File: config.mk
export PLATFORM = sky130hd
export DESIGN_NAME = pi_duty_controller_with_capture
export DESIGN_NICKNAME = d
export VERILOG_FILES = /design/src/rtl/core/pdc_pkg.sv /design/src/rtl/core/pdc_ctrl.sv /design/src/rtl/core/pdc_datapath.sv /design/src/rtl/core/pi_duty_controller_with_capture.sv
export SDC_FILE = /design/constraint.sdc
export NUM_CORES = 2
export LEC_CHECK = 0
export BUFFER_PORTS_ARGS = -buffer_cell sky130_fd_sc_hd__buf_4
export CORE_UTILIZATION = 45
export DETAILED_ROUTE_END_ITERATION = 10
export PLACE_DENSITY = 0.66
export SLEW_MARGIN = 25
export SYNTH_ARGS = -nofsm -noshare
export SYNTH_HDL_FRONTEND = slang
export SYNTH_SLANG_ARGS = --single-unit
File: constraint.sdc
create_clock -name clk_i -period 11.1 [get_ports clk_i]
set_input_delay 2.22 -clock clk_i [delete_from_list [all_inputs] [get_ports clk_i]]
set_output_delay 2.22 -clock clk_i [all_outputs]
set_load 0.005 [all_outputs]
File: src/rtl/core/pdc_pkg.sv
// Package for the PI duty controller with capture.
// Holds sizing constants, configuration register indexes, the sequencer
// state type and the command struct shared by the controller and datapath.
package pdc_pkg;

  localparam int WAVE_LENGTH    = 1000;
  localparam int DECIMATION     = 10;
  localparam int PLOT_POINTS    = 200;
  localparam int INTEGRAL_WIDTH = 24;

  localparam int ADC_W   = 10;
  localparam int GAIN_W  = 16;
  localparam int PER_W   = 16;
  localparam int CMP_W   = 16;
  localparam int IDX_W   = 8;
  localparam int CFG_A_W = 3;
  localparam int CFG_D_W = 16;

  localparam int POS_W  = $clog2(WAVE_LENGTH);
  localparam int HALF_WAVE = WAVE_LENGTH / 2;
  localparam int DEC_W  = $clog2(DECIMATION + 1);
  localparam int PLOT_W = $clog2(PLOT_POINTS + 1);

  localparam int ERR_W  = ADC_W + 1;
  localparam int PP_W   = GAIN_W + ERR_W;
  localparam int IP_W   = GAIN_W + INTEGRAL_WIDTH;
  localparam int SUM_W  = IP_W + 1;

  localparam int DUTY_OFFSET_Q8 = 12800;
  localparam int DUTY_FULL_Q8   = 25600;
  localparam int DUTY_W         = 15;
  localparam int SC_W           = DUTY_W + PER_W;

  localparam int DIV_SHIFT = 32;
  localparam int RECIP_W   = 26;
  localparam logic [RECIP_W-1:0] DIV_RECIP = 26'd42949673;
  localparam int DIVX_W    = SC_W - 8;
  localparam int QP_W      = DIVX_W + RECIP_W;

  localparam logic [CFG_A_W-1:0] CFG_KP_GAIN    = 3'd0;
  localparam logic [CFG_A_W-1:0] CFG_KI_GAIN    = 3'd1;
  localparam logic [CFG_A_W-1:0] CFG_PWM_PERIOD = 3'd2;
  localparam logic [CFG_A_W-1:0] CFG_REF_HIGH   = 3'd3;
  localparam logic [CFG_A_W-1:0] CFG_REF_LOW    = 3'd4;

  typedef enum logic [2:0] {
    ST_IDLE,
    ST_PROD,
    ST_DUTY,
    ST_SCALE,
    ST_DIV
  } pdc_state_e;

  typedef struct packed {
    logic accept;
    logic load_prod;
    logic load_duty;
    logic load_scale;
    logic load_out;
  } pdc_cmd_t;

endpackage

File: src/rtl/core/pdc_ctrl.sv
// Sequencer for the PI duty controller.
// Steps one transaction through the datapath and owns the output valid flag.
// Depends on pdc_pkg.
module pdc_ctrl import pdc_pkg::*; (
  input  logic     clk_i,
  input  logic     rst_ni,
  input  logic     in_valid_i,
  output logic     in_stall_o,
  output logic     out_valid_o,
  input  logic     out_stall_i,
  output pdc_cmd_t cmd_o
);

  pdc_state_e state_q, state_d;
  logic       out_valid_q, out_valid_d;

  always_ff @(posedge clk_i or negedge rst_ni) begin
    if (!rst_ni) begin
      state_q     <= ST_IDLE;
      out_valid_q <= 1'b0;
    end else begin
      state_q     <= state_d;
      out_valid_q <= out_valid_d;
    end
  end

  always_comb begin
    state_d = state_q;
    cmd_o   = '0;
    unique case (state_q)
      ST_IDLE: begin
        if (in_valid_i) begin
          cmd_o.accept = 1'b1;
          state_d      = ST_PROD;
        end
      end
      ST_PROD: begin
        cmd_o.load_prod = 1'b1;
        state_d         = ST_DUTY;
      end
      ST_DUTY: begin
        cmd_o.load_duty = 1'b1;
        state_d         = ST_SCALE;
      end
      ST_SCALE: begin
        cmd_o.load_scale = 1'b1;
        state_d          = ST_DIV;
      end
      ST_DIV: begin
        if (!out_valid_q || !out_stall_i) begin
          cmd_o.load_out = 1'b1;
          state_d        = ST_IDLE;
        end
      end
      default: state_d = ST_IDLE;
    endcase

    if (cmd_o.load_out) begin
      out_valid_d = 1'b1;
    end else if (out_valid_q && !out_stall_i) begin
      out_valid_d = 1'b0;
    end else begin
      out_valid_d = out_valid_q;
    end
  end

  assign in_stall_o  = (state_q != ST_IDLE);
  assign out_valid_o = out_valid_q;

endmodule

File: src/rtl/core/pdc_datapath.sv
// Datapath for the PI duty controller: configuration registers, reference
// wave, saturating integral, capture bookkeeping and the duty arithmetic.
// Depends on pdc_pkg; driven by commands from pdc_ctrl.
module pdc_datapath import pdc_pkg::*; (
  input  logic               clk_i,
  input  logic               rst_ni,
  input  pdc_cmd_t           cmd_i,
  input  logic               cfg_we_i,
  input  logic [CFG_A_W-1:0] cfg_idx_i,
  input  logic [CFG_D_W-1:0] cfg_wdata_i,
  input  logic [ADC_W-1:0]   adc_sample_i,
  input  logic               start_capture_i,
  output logic [CMP_W-1:0]   compare_value_o,
  output logic               capture_valid_o,
  output logic [IDX_W-1:0]   capture_index_o,
  output logic [ADC_W-1:0]   capture_adc_o,
  output logic [ADC_W-1:0]   capture_ref_o,
  output logic               capture_done_o
);

  logic signed [GAIN_W-1:0] kp_q, ki_q;
  logic [PER_W-1:0]         period_q;
  logic [ADC_W-1:0]         ref_high_q, ref_low_q;

  always_ff @(posedge clk_i or negedge rst_ni) begin
    if (!rst_ni) begin
      kp_q       <= '0;
      ki_q       <= '0;
      period_q   <= PER_W'(3999);
      ref_high_q <= ADC_W'(800);
      ref_low_q  <= ADC_W'(200);
    end else if (cfg_we_i) begin
      unique case (cfg_idx_i)
        CFG_KP_GAIN:    kp_q       <= cfg_wdata_i;
        CFG_KI_GAIN:    ki_q       <= cfg_wdata_i;
        CFG_PWM_PERIOD: period_q   <= cfg_wdata_i;
        CFG_REF_HIGH:   ref_high_q <= cfg_wdata_i[ADC_W-1:0];
        CFG_REF_LOW:    ref_low_q  <= cfg_wdata_i[ADC_W-1:0];
        default: ;
      endcase
    end
  end

  logic [POS_W-1:0]                pos_q, pos_d;
  logic signed [INTEGRAL_WIDTH-1:0] integ_q, integ_d;
  logic [DEC_W-1:0]                dec_q, dec_d;
  logic [PLOT_W-1:0]               plot_q, plot_d;
  logic                            capturing_q, capturing_d;

  logic [ADC_W-1:0]                ref_sel;
  logic signed [ERR_W-1:0]         err_s;
  logic signed [INTEGRAL_WIDTH:0]  integ_ext;
  logic                            start_eff;
  logic [DEC_W-1:0]                dec_base;
  logic [DEC_W-1:0]                dec_next;
  logic [PLOT_W-1:0]               plot_base;
  logic [PLOT_W-1:0]               plot_next;
  logic                            cap_hit, cap_done;

  always_comb begin
    ref_sel = (pos_q < POS_W'(HALF_WAVE)) ? ref_high_q : ref_low_q;
    err_s   = $signed({1'b0, ref_sel}) - $signed({1'b0, adc_sample_i});
    pos_d   = (pos_q == POS_W'(WAVE_LENGTH - 1)) ? '0 : pos_q + 1'b1;

    integ_ext = {integ_q[INTEGRAL_WIDTH-1], integ_q} + (INTEGRAL_WIDTH+1)'(err_s);
    if (integ_ext[INTEGRAL_WIDTH] != integ_ext[INTEGRAL_WIDTH-1]) begin
      integ_d = integ_ext[INTEGRAL_WIDTH] ? {1'b1, {(INTEGRAL_WIDTH-1){1'b0}}}
                                          : {1'b0, {(INTEGRAL_WIDTH-1){1'b1}}};
    end else begin
      integ_d = integ_ext[INTEGRAL_WIDTH-1:0];
    end

    start_eff = start_capture_i && !capturing_q;
    dec_base  = start_eff ? '0 : dec_q;
    plot_base = start_eff ? '0 : plot_q;
    dec_next  = dec_base + 1'b1;
    plot_next = plot_base + 1'b1;
    cap_hit   = 1'b0;
    cap_done  = 1'b0;
    dec_d       = dec_base;
    plot_d      = plot_base;
    capturing_d = capturing_q || start_eff;
    if (capturing_d) begin
      if (dec_next >= DEC_W'(DECIMATION)) begin
        dec_d   = '0;
        cap_hit = 1'b1;
        if (plot_next >= PLOT_W'(PLOT_POINTS)) begin
          plot_d      = '0;
          capturing_d = 1'b0;
          cap_done    = 1'b1;
        end else begin
          plot_d = plot_next;
        end
      end else begin
        dec_d = dec_next;
      end
    end
  end

  always_ff @(posedge clk_i or negedge rst_ni) begin
    if (!rst_ni) begin
      pos_q       <= '0;
      integ_q     <= '0;
      dec_q       <= '0;
      plot_q      <= '0;
      capturing_q <= 1'b0;
    end else if (cmd_i.accept) begin
      pos_q       <= pos_d;
      integ_q     <= integ_d;
      dec_q       <= dec_d;
      plot_q      <= plot_d;
      capturing_q <= capturing_d;
    end
  end

  logic signed [ERR_W-1:0] err_q;
  logic                    cap_valid_q, cap_done_q;
  logic [IDX_W-1:0]        cap_idx_q;
  logic [ADC_W-1:0]        cap_adc_q, cap_ref_q;
  logic signed [PP_W-1:0]  pp_q;
  logic signed [IP_W-1:0]  ip_q;
  logic [DUTY_W-1:0]       duty_q, duty_d;
  logic signed [SUM_W-1:0] sum_s;
  logic [SC_W-1:0]         sc_q;
  logic [QP_W-1:0]         qp;

  always_comb begin
    sum_s = SUM_W'(pp_q) + SUM_W'(ip_q) + SUM_W'(DUTY_OFFSET_Q8);
    if (sum_s < 0) begin
      duty_d = '0;
    end else if (sum_s > SUM_W'(DUTY_FULL_Q8)) begin
      duty_d = DUTY_W'(DUTY_FULL_Q8);
    end else begin
      duty_d = sum_s[DUTY_W-1:0];
    end
    qp = QP_W'(sc_q[SC_W-1:8]) * QP_W'(DIV_RECIP);
  end

  always_ff @(posedge clk_i) begin
    if (cmd_i.accept) begin
      err_q       <= err_s;
      cap_valid_q <= cap_hit;
      cap_done_q  <= cap_done;
      cap_idx_q   <= cap_hit ? IDX_W'(plot_base) : '0;
      cap_adc_q   <= cap_hit ? adc_sample_i : '0;
      cap_ref_q   <= cap_hit ? ref_sel : '0;
    end
    if (cmd_i.load_prod) begin
      pp_q <= kp_q * err_q;
      ip_q <= ki_q * integ_q;
    end
    if (cmd_i.load_duty) begin
      duty_q <= duty_d;
    end
    if (cmd_i.load_scale) begin
      sc_q <= SC_W'(duty_q) * SC_W'(period_q);
    end
    if (cmd_i.load_out) begin
      compare_value_o <= qp[DIV_SHIFT+CMP_W-1:DIV_SHIFT];
      capture_valid_o <= cap_valid_q;
      capture_index_o <= cap_idx_q;
      capture_adc_o   <= cap_adc_q;
      capture_ref_o   <= cap_ref_q;
      capture_done_o  <= cap_done_q;
    end
  end

endmodule

File: src/rtl/core/pi_duty_controller_with_capture.sv
// Top level of the PI duty controller with decimated capture.
// Instantiates pdc_ctrl and pdc_datapath; depends on pdc_pkg.
//
// Each transaction is one control tick: a 10-bit converter sample goes in and
// one result comes out with the PWM compare value and, every tenth tick of a
// capture run, the sampled and reference pair with its index. After acceptance
// the sequencer runs the two gain products, the duty clamp, the period scaling
// and the reciprocal division by 25600 one after the other, loading the output
// registers in its last step. The input stalls while a tick is in progress, so
// a new transaction is taken only after the last one has loaded its output; a
// stalled result holds the sequencer in its last step until the waiting result
// is taken.
module pi_duty_controller_with_capture import pdc_pkg::*; (
  input  logic               clk_i,
  input  logic               rst_ni,
  input  logic               cfg_we_i,
  input  logic [CFG_A_W-1:0] cfg_idx_i,
  input  logic [CFG_D_W-1:0] cfg_wdata_i,
  input  logic               in_valid_i,
  output logic               in_stall_o,
  input  logic [ADC_W-1:0]   adc_sample_i,
  input  logic               start_capture_i,
  output logic               out_valid_o,
  input  logic               out_stall_i,
  output logic [CMP_W-1:0]   compare_value_o,
  output logic               capture_valid_o,
  output logic [IDX_W-1:0]   capture_index_o,
  output logic [ADC_W-1:0]   capture_adc_o,
  output logic [ADC_W-1:0]   capture_ref_o,
  output logic               capture_done_o
);

  pdc_cmd_t cmd;

  pdc_ctrl u_ctrl (
    .clk_i       (clk_i),
    .rst_ni      (rst_ni),
    .in_valid_i  (in_valid_i),
    .in_stall_o  (in_stall_o),
    .out_valid_o (out_valid_o),
    .out_stall_i (out_stall_i),
    .cmd_o       (cmd)
  );

  pdc_datapath u_datapath (
    .clk_i           (clk_i),
    .rst_ni          (rst_ni),
    .cmd_i           (cmd),
    .cfg_we_i        (cfg_we_i),
    .cfg_idx_i       (cfg_idx_i),
    .cfg_wdata_i     (cfg_wdata_i),
    .adc_sample_i    (adc_sample_i),
    .start_capture_i (start_capture_i),
    .compare_value_o (compare_value_o),
    .capture_valid_o (capture_valid_o),
    .capture_index_o (capture_index_o),
    .capture_adc_o   (capture_adc_o),
    .capture_ref_o   (capture_ref_o),
    .capture_done_o  (capture_done_o)
  );

endmodule

Word-level counts from Yosys, hierarchy flattened. Index checks and enable logic that the tools add are counted.

Register bits after elaboration: 319. Input port bits: 35. Output and inout port bits: 48. Logic and storage cells: 106.

$add $sub $neg: 7. Multiply operators: 4. Order comparisons: 5. Equal/unequal tests: 12. Muxes and demuxes: 30. Reductions and logical operators: 19.

Operator list (number): 23-bit by 26-bit multiplier with 48-bit output (second input constant) (1); 24-bit 2-to-1 mux (2); 27-bit by 40-bit adder with 41-bit output (1); 41-bit by 15-bit adder with 41-bit output (second input constant) (1); 41-bit by 16-bit > comparator with 1-bit output (second input constant) (1); 41-bit by 1-bit less-than comparator with 1-bit output (second input constant) (1); 16-bit by 24-bit multiplier with 40-bit output (1); 8-bit 2-to-1 mux (4); 15-bit by 16-bit multiplier with 31-bit output (1); 16-bit by 11-bit multiplier with 27-bit output (1); 24-bit by 11-bit adder with 25-bit output (1); 10-bit 2-to-1 mux (2); 1-bit 2-to-1 mux (15); 15-bit 2-to-1 mux (1); 3-bit case mux with 5 select lines (1); 2-bit AND reduction (7); 3-bit by 2-bit equality test with 1-bit output (second input constant) (4); 4-bit 2-to-1 mux (3); 10-bit by 10-bit subtractor with 11-bit output (1); 10-bit by 1-bit adder with 10-bit output (second input constant) (1); 10-bit equality test (second input constant) (1); 10-bit by 9-bit less-than comparator with 1-bit output (second input constant) (1); 8-bit by 1-bit adder with 8-bit output (second input constant) (1); 8-bit >= comparator (second input constant) (1); 15 further kinds (23).

Logic depth before layout (Yosys ltp).
Word-level depth: 8. Mapped depth: 28.

Hierarchy. A second synthesis with hierarchy kept.

Cell total of the unflattened synthesis: 5287. Area, all modules: 52392.7 µm².

Modules (own cells, without submodules): pdc_datapath (times used 1, cells an instance 5267, area an instance 52197.6 µm², seq. area each 8663.3 µm²); pdc_ctrl (times used 1, cells an instance 20, area an instance 195.2 µm², seq. area each 100.1 µm²).

Least setup slack after synthesis. No wires, ideal clock.

Path type: input-to-reg. Start point: in adc_sample_i[2]. End point: reg u_datapath.integ_q[7]. Library setup time: 0.133 ns. Arrival time: 6.998 ns. Data required time: 10.967 ns. Path slack: 3.969 ns. Cell stages on the path: 24. Cell sequence: inv_1 -> ha_1 -> nor2b_1 -> o21ai_0 -> nand2b_1 -> a21o_1 -> a21o_1 -> a21o_1 -> a21o_1 -> a21o_1 -> a21oi_1 -> ha_1 -> a21o_1 -> a21oi_1 -> o21bai_1 -> a211o_1 -> o21ai_1 -> o211a_1 -> o21bai_1 -> a21oi_1 -> xor2_1 -> buf_2 -> nand2b_1 -> o211ai_1.

Longest elaborated chain between the ends: 4.

RTL lines: from (decl) (RTL line pi_duty_controller_with_capture.sv:21) `input logic [ADC_W-1:0] adc_sample_i,`; 10-bit by 10-bit subtractor with 11-bit output * (RTL line pdc_datapath.sv:62) `err_s = $signed({1'b0, ref_sel}) - $signed({1'b0, adc_sample_i});`; named net u_datapath.err_s[10] (RTL line pdc_datapath.sv:51) `logic signed [ERR_W-1:0] err_s;`; 24-bit by 11-bit adder with 25-bit output * (RTL line pdc_datapath.sv:65) `integ_ext = {integ_q[INTEGRAL_WIDTH-1], integ_q} + (INTEGRAL_WIDTH+1)'(err_s);`; 24-bit 2-to-1 mux or 1-bit inequality test (tied branches) (RTL line pdc_datapath.sv:67, pdc_datapath.sv:66); 24-bit 2-to-1 mux * (RTL line pdc_datapath.sv:66) `if (integ_ext[INTEGRAL_WIDTH] != integ_ext[INTEGRAL_WIDTH-1]) begin`; to (signal assigned) (RTL line pdc_datapath.sv:109) `integ_q <= integ_d;`; to (decl) (RTL line pdc_datapath.sv:45) `logic signed [INTEGRAL_WIDTH-1:0] integ_q, integ_d;`.

Mark *: on every way through the listed nets, which the timed path passes. The rest lies on a longest branch. A chain may end at the register's enable or synchronous reset.

Worst setup path after layout.
Start point: reg u_datapath.ki_q[1]. End point: reg u_datapath.ip_q[36], data pin.

Longest elaborated chain between the ends: 1.

RTL lines: from (decl) (RTL line pdc_datapath.sv:21) `logic signed [GAIN_W-1:0] kp_q, ki_q;`; from (signal assigned) (RTL line pdc_datapath.sv:35) `CFG_KI_GAIN: ki_q <= cfg_wdata_i;`; 16-bit by 24-bit multiplier with 40-bit output (RTL line pdc_datapath.sv:150) `ip_q <= ki_q * integ_q;`; to (signal assigned) (RTL line pdc_datapath.sv:150); to (decl) (RTL line pdc_datapath.sv:121) `logic signed [IP_W-1:0] ip_q;`.

No other way between the ends.

==> out/results.ini <==
[logic_synthesis]
synth-seq-area-share_pct=16.9
synth_cell_type_count=82
ys_ff_latch=311
synth_edf_count=192
synth_area_per_cell_um2=9.95
async_reset_ff_share_pct=38.3
yosysWarnings=0
synthFlopType=edfxtp_1
synthCells=5204
syn-cell-area_um2=51800
syn-num-nets=6753

[routing]
post_drt_wl_per_cell_um=18.7
drtAntennaViolNets=0
vias=35000
wl_um=126000
drc=0
first_iter_violations=2469
vias_per_cell=5.20
dr.pass1.iters=5

[floorplanning]
die_area_um2=116000
fp.dieH_um=341
fp.dieW_um=341
fp-row-count=124
io_pins=83
start_util_pct=45.3
coreArea_um2=114000

[worst_hold_path]
hp-class=flip-flop to flip-flop
hold_depth=0

[clock_tree]
htreeDepth=2
cts_root_buf=clkbuf_16
cts.repair.resized=0
cts_made_buffers=40
cts_tree=done
cts.clk_slew.worst_paths_ns=0.06
postCtsHoldBufs=0
post_cts_buffers=0
cts_num_sinks=311
clockBufferDepth=3
clkLatencyLatePin_ns=0.60

[timing]
finalMaxSlewViolations=0
layout_setup_ws_ns=3.69
rsz0062_at_grt=no
finalCritPeriodShare_pct=66.8
worst_pin_slew_ns=0.995
tns_ns=0
hold_viol=0
finalSetupViolations=0
slew_headroom_pct=33.7
max_freq_mhz=135
period_minus_slack_ns=7.41
clock_skew_ns=0.0382

[setup_path]
critPathKind=flip-flop to flip-flop
worst_setup_path_end_kind=flip-flop
worst-path-buf-inv=3
worst_path_largest_cell_delay_ns=0.95
rr_worst_depth=22
worstPathCellList=nand2_1 > fa_1 > fa_1 > fa_1 > inv_1 > fa_1 > fa_1 > inv_1 > fa_1 > inv_1 > ha_1 > a211o_1 > or4_1 > o31ai_1 > nor3_1 > nand2b_1 > a21o_1 > a211o_1 > a21oi_1 > o21bai_1 > a41oi_1 > xnor2_1
slowest_stage=dfrtp_1
worst_setup_path_start_kind=flip-flop
path_max_fanout=25
critical_path_depth=22
cp.required_ns=11.44
crit_path_frequent_cell=fa_1
cp_top_family=adder cells
worstPathArrival_ns=7.75

[finish]
area_delta_synth_final_pct=6.76
antenna_cells=0
drive_above_1_share_pct=5.80
multiInputGateArea_um2=38100
fillerInstances=10600
nets=6744
final_common_cell=inv_1
seq_area_um2=8760
most-common-layout-cells=inv_1 (1160), fa_1 (911), ha_1 (603), nand2_1 (552), and2_1 (357)

[placement]
port_buffers=82
dp_slack_ns=3.57
dp_hpwl_um=103000
gp_congestion=0.940

[global_routing]
antenna_found_initial=5
grt_max_degree=69
grt_pass1_wl_um=205000
grt_pass1_vias=37100
grt_overflow_total=0
grt_util_all_layers_pct=22.4

[run]
maxCapViolCount=0

[run_status]
outcome=finished, final reports clean

per-stage QoR:
stage / cell area [µm²] / std cells / hold slack (ns) / util, %
2_1_floorplan: 51800 / 5204 / 0.400 / -
3_3_place_gp: 53900 / 6665 / 0.401 / 47.2
3_5_place_dp: 53900 / 6665 / 0.406 / 47.2
4_1_cts: 55300 / 6737 / 0.390 / 48.4
5_1_grt: 55300 / 6737 / 0.394 / 48.4
6_report: 55300 / 6737 / 0.399 / 48.4
layout make-up:
type | instances | share of cell area, %
clock buffer | 48 | 1.88
multi-input combinational | 3575 | 68.9
inverter | 1161 | 7.89
timing repair buffer | 106 | 1.44
clock inverter | 24 | 0.652
sequential | 311 | 15.9
tap | 1512 | 3.42
kinds of logic after synthesis:
group                      Yosys count  synth area share, %
adders and majority gates         1532                 50.2
buffers and inverters             1318                 9.60
and+or+nand+nor                   1283                 12.3
AOI/OAI and AO/OA                  509                 6.41
DFF                                311                 16.9
xor gates and xnor gates           169                 2.86
muxes                               82                 1.77
cell usage after synthesis (8+ instances only):
cell	instances	area, µm²
o21ai_1	34	170
or2_2	11	68.8
o211ai_1	13	97.6
a31oi_1	13	81.3
o31ai_1	13	97.6
nand2b_1	43	269
edfxtp_1	192	5770
nand3_1	35	175
maj3_1	18	180
a21oi_1	132	661
nor2b_1	21	131
inv_1	1161	4360
a21o_1	57	428
o21a_1	26	195
xor2_1	60	526
fa_1	911	18200
nor3_1	42	210
ha_1	603	7540
or3_1	8	50.1
nand4_1	16	100
dfstp_2	16	420
and2_1	357	2230
a211oi_1	19	143
nor3_2	10	100
xnor2_1	109	955
nand2_1	553	2080
a211o_1	10	87.6
o31a_1	8	70.1
clkbuf_1	146	548
dfrtp_1	103	2580
o21ai_0	85	425
nor2_1	130	488
and3_1	20	125
mux2_2	75	845
o21bai_1	26	195
final timing paths:
kind	startpoint	to	slack (ns)
worst max-delay path	u_datapath.ki_q[1]$_DFFE_PN0P_	u_datapath.ip_q[36]$_DFFE_PP_	3.69
worst min-delay path	u_datapath.cap_adc_q[8]$_SDFFCE_PN0P_	u_datapath.capture_adc_o[8]$_DFFE_PP_	0.40
worst max register to register	u_datapath.ki_q[1]$_DFFE_PN0P_	u_datapath.ip_q[36]$_DFFE_PP_	3.69
worst min register to register	u_datapath.cap_adc_q[8]$_SDFFCE_PN0P_	u_datapath.capture_adc_o[8]$_DFFE_PP_	0.40
max in group asynchronous	rst_ni	u_datapath.ki_q[3]$_DFFE_PN0P_	8.04
min in group asynchronous	rst_ni	u_datapath.plot_q[4]$_DFFE_PN0P_	1.67
metal layers:
metal | part of all wire [%] | routed length (µm) | GRT usage [%]
met1 | 45 | 57200 | 32.0
met2 | 46 | 57800 | 35.8
met3 | 6.4 | 8020 | 3.35
met4 | 2.2 | 2750 | 5.25
met5 | 0.021 | 27 | 0
state kept, by name (all words and copies together) (netlist names), 4 cells and up:
signal / flops
u_datapath.ip_q: 40
u_datapath.pp_q: 27
u_datapath.integ_q: 24
u_datapath.sc_q: 23
u_datapath.compare_value_o: 16
u_datapath.ki_q: 16
u_datapath.kp_q: 16
u_datapath.period_q: 16
u_datapath.duty_q: 15
u_datapath.err_q: 11
u_datapath.cap_adc_q: 10
u_datapath.cap_ref_q: 10
u_datapath.capture_adc_o: 10
u_datapath.capture_ref_o: 10
u_datapath.pos_q: 10
u_datapath.ref_high_q: 10
u_datapath.ref_low_q: 10
u_datapath.cap_idx_q: 8
u_datapath.capture_index_o: 8
u_datapath.plot_q: 8
u_datapath.dec_q: 4
Power is not shown: default switching activity piles up to over one toggle a cycle in this logic, so the estimate is an artifact.
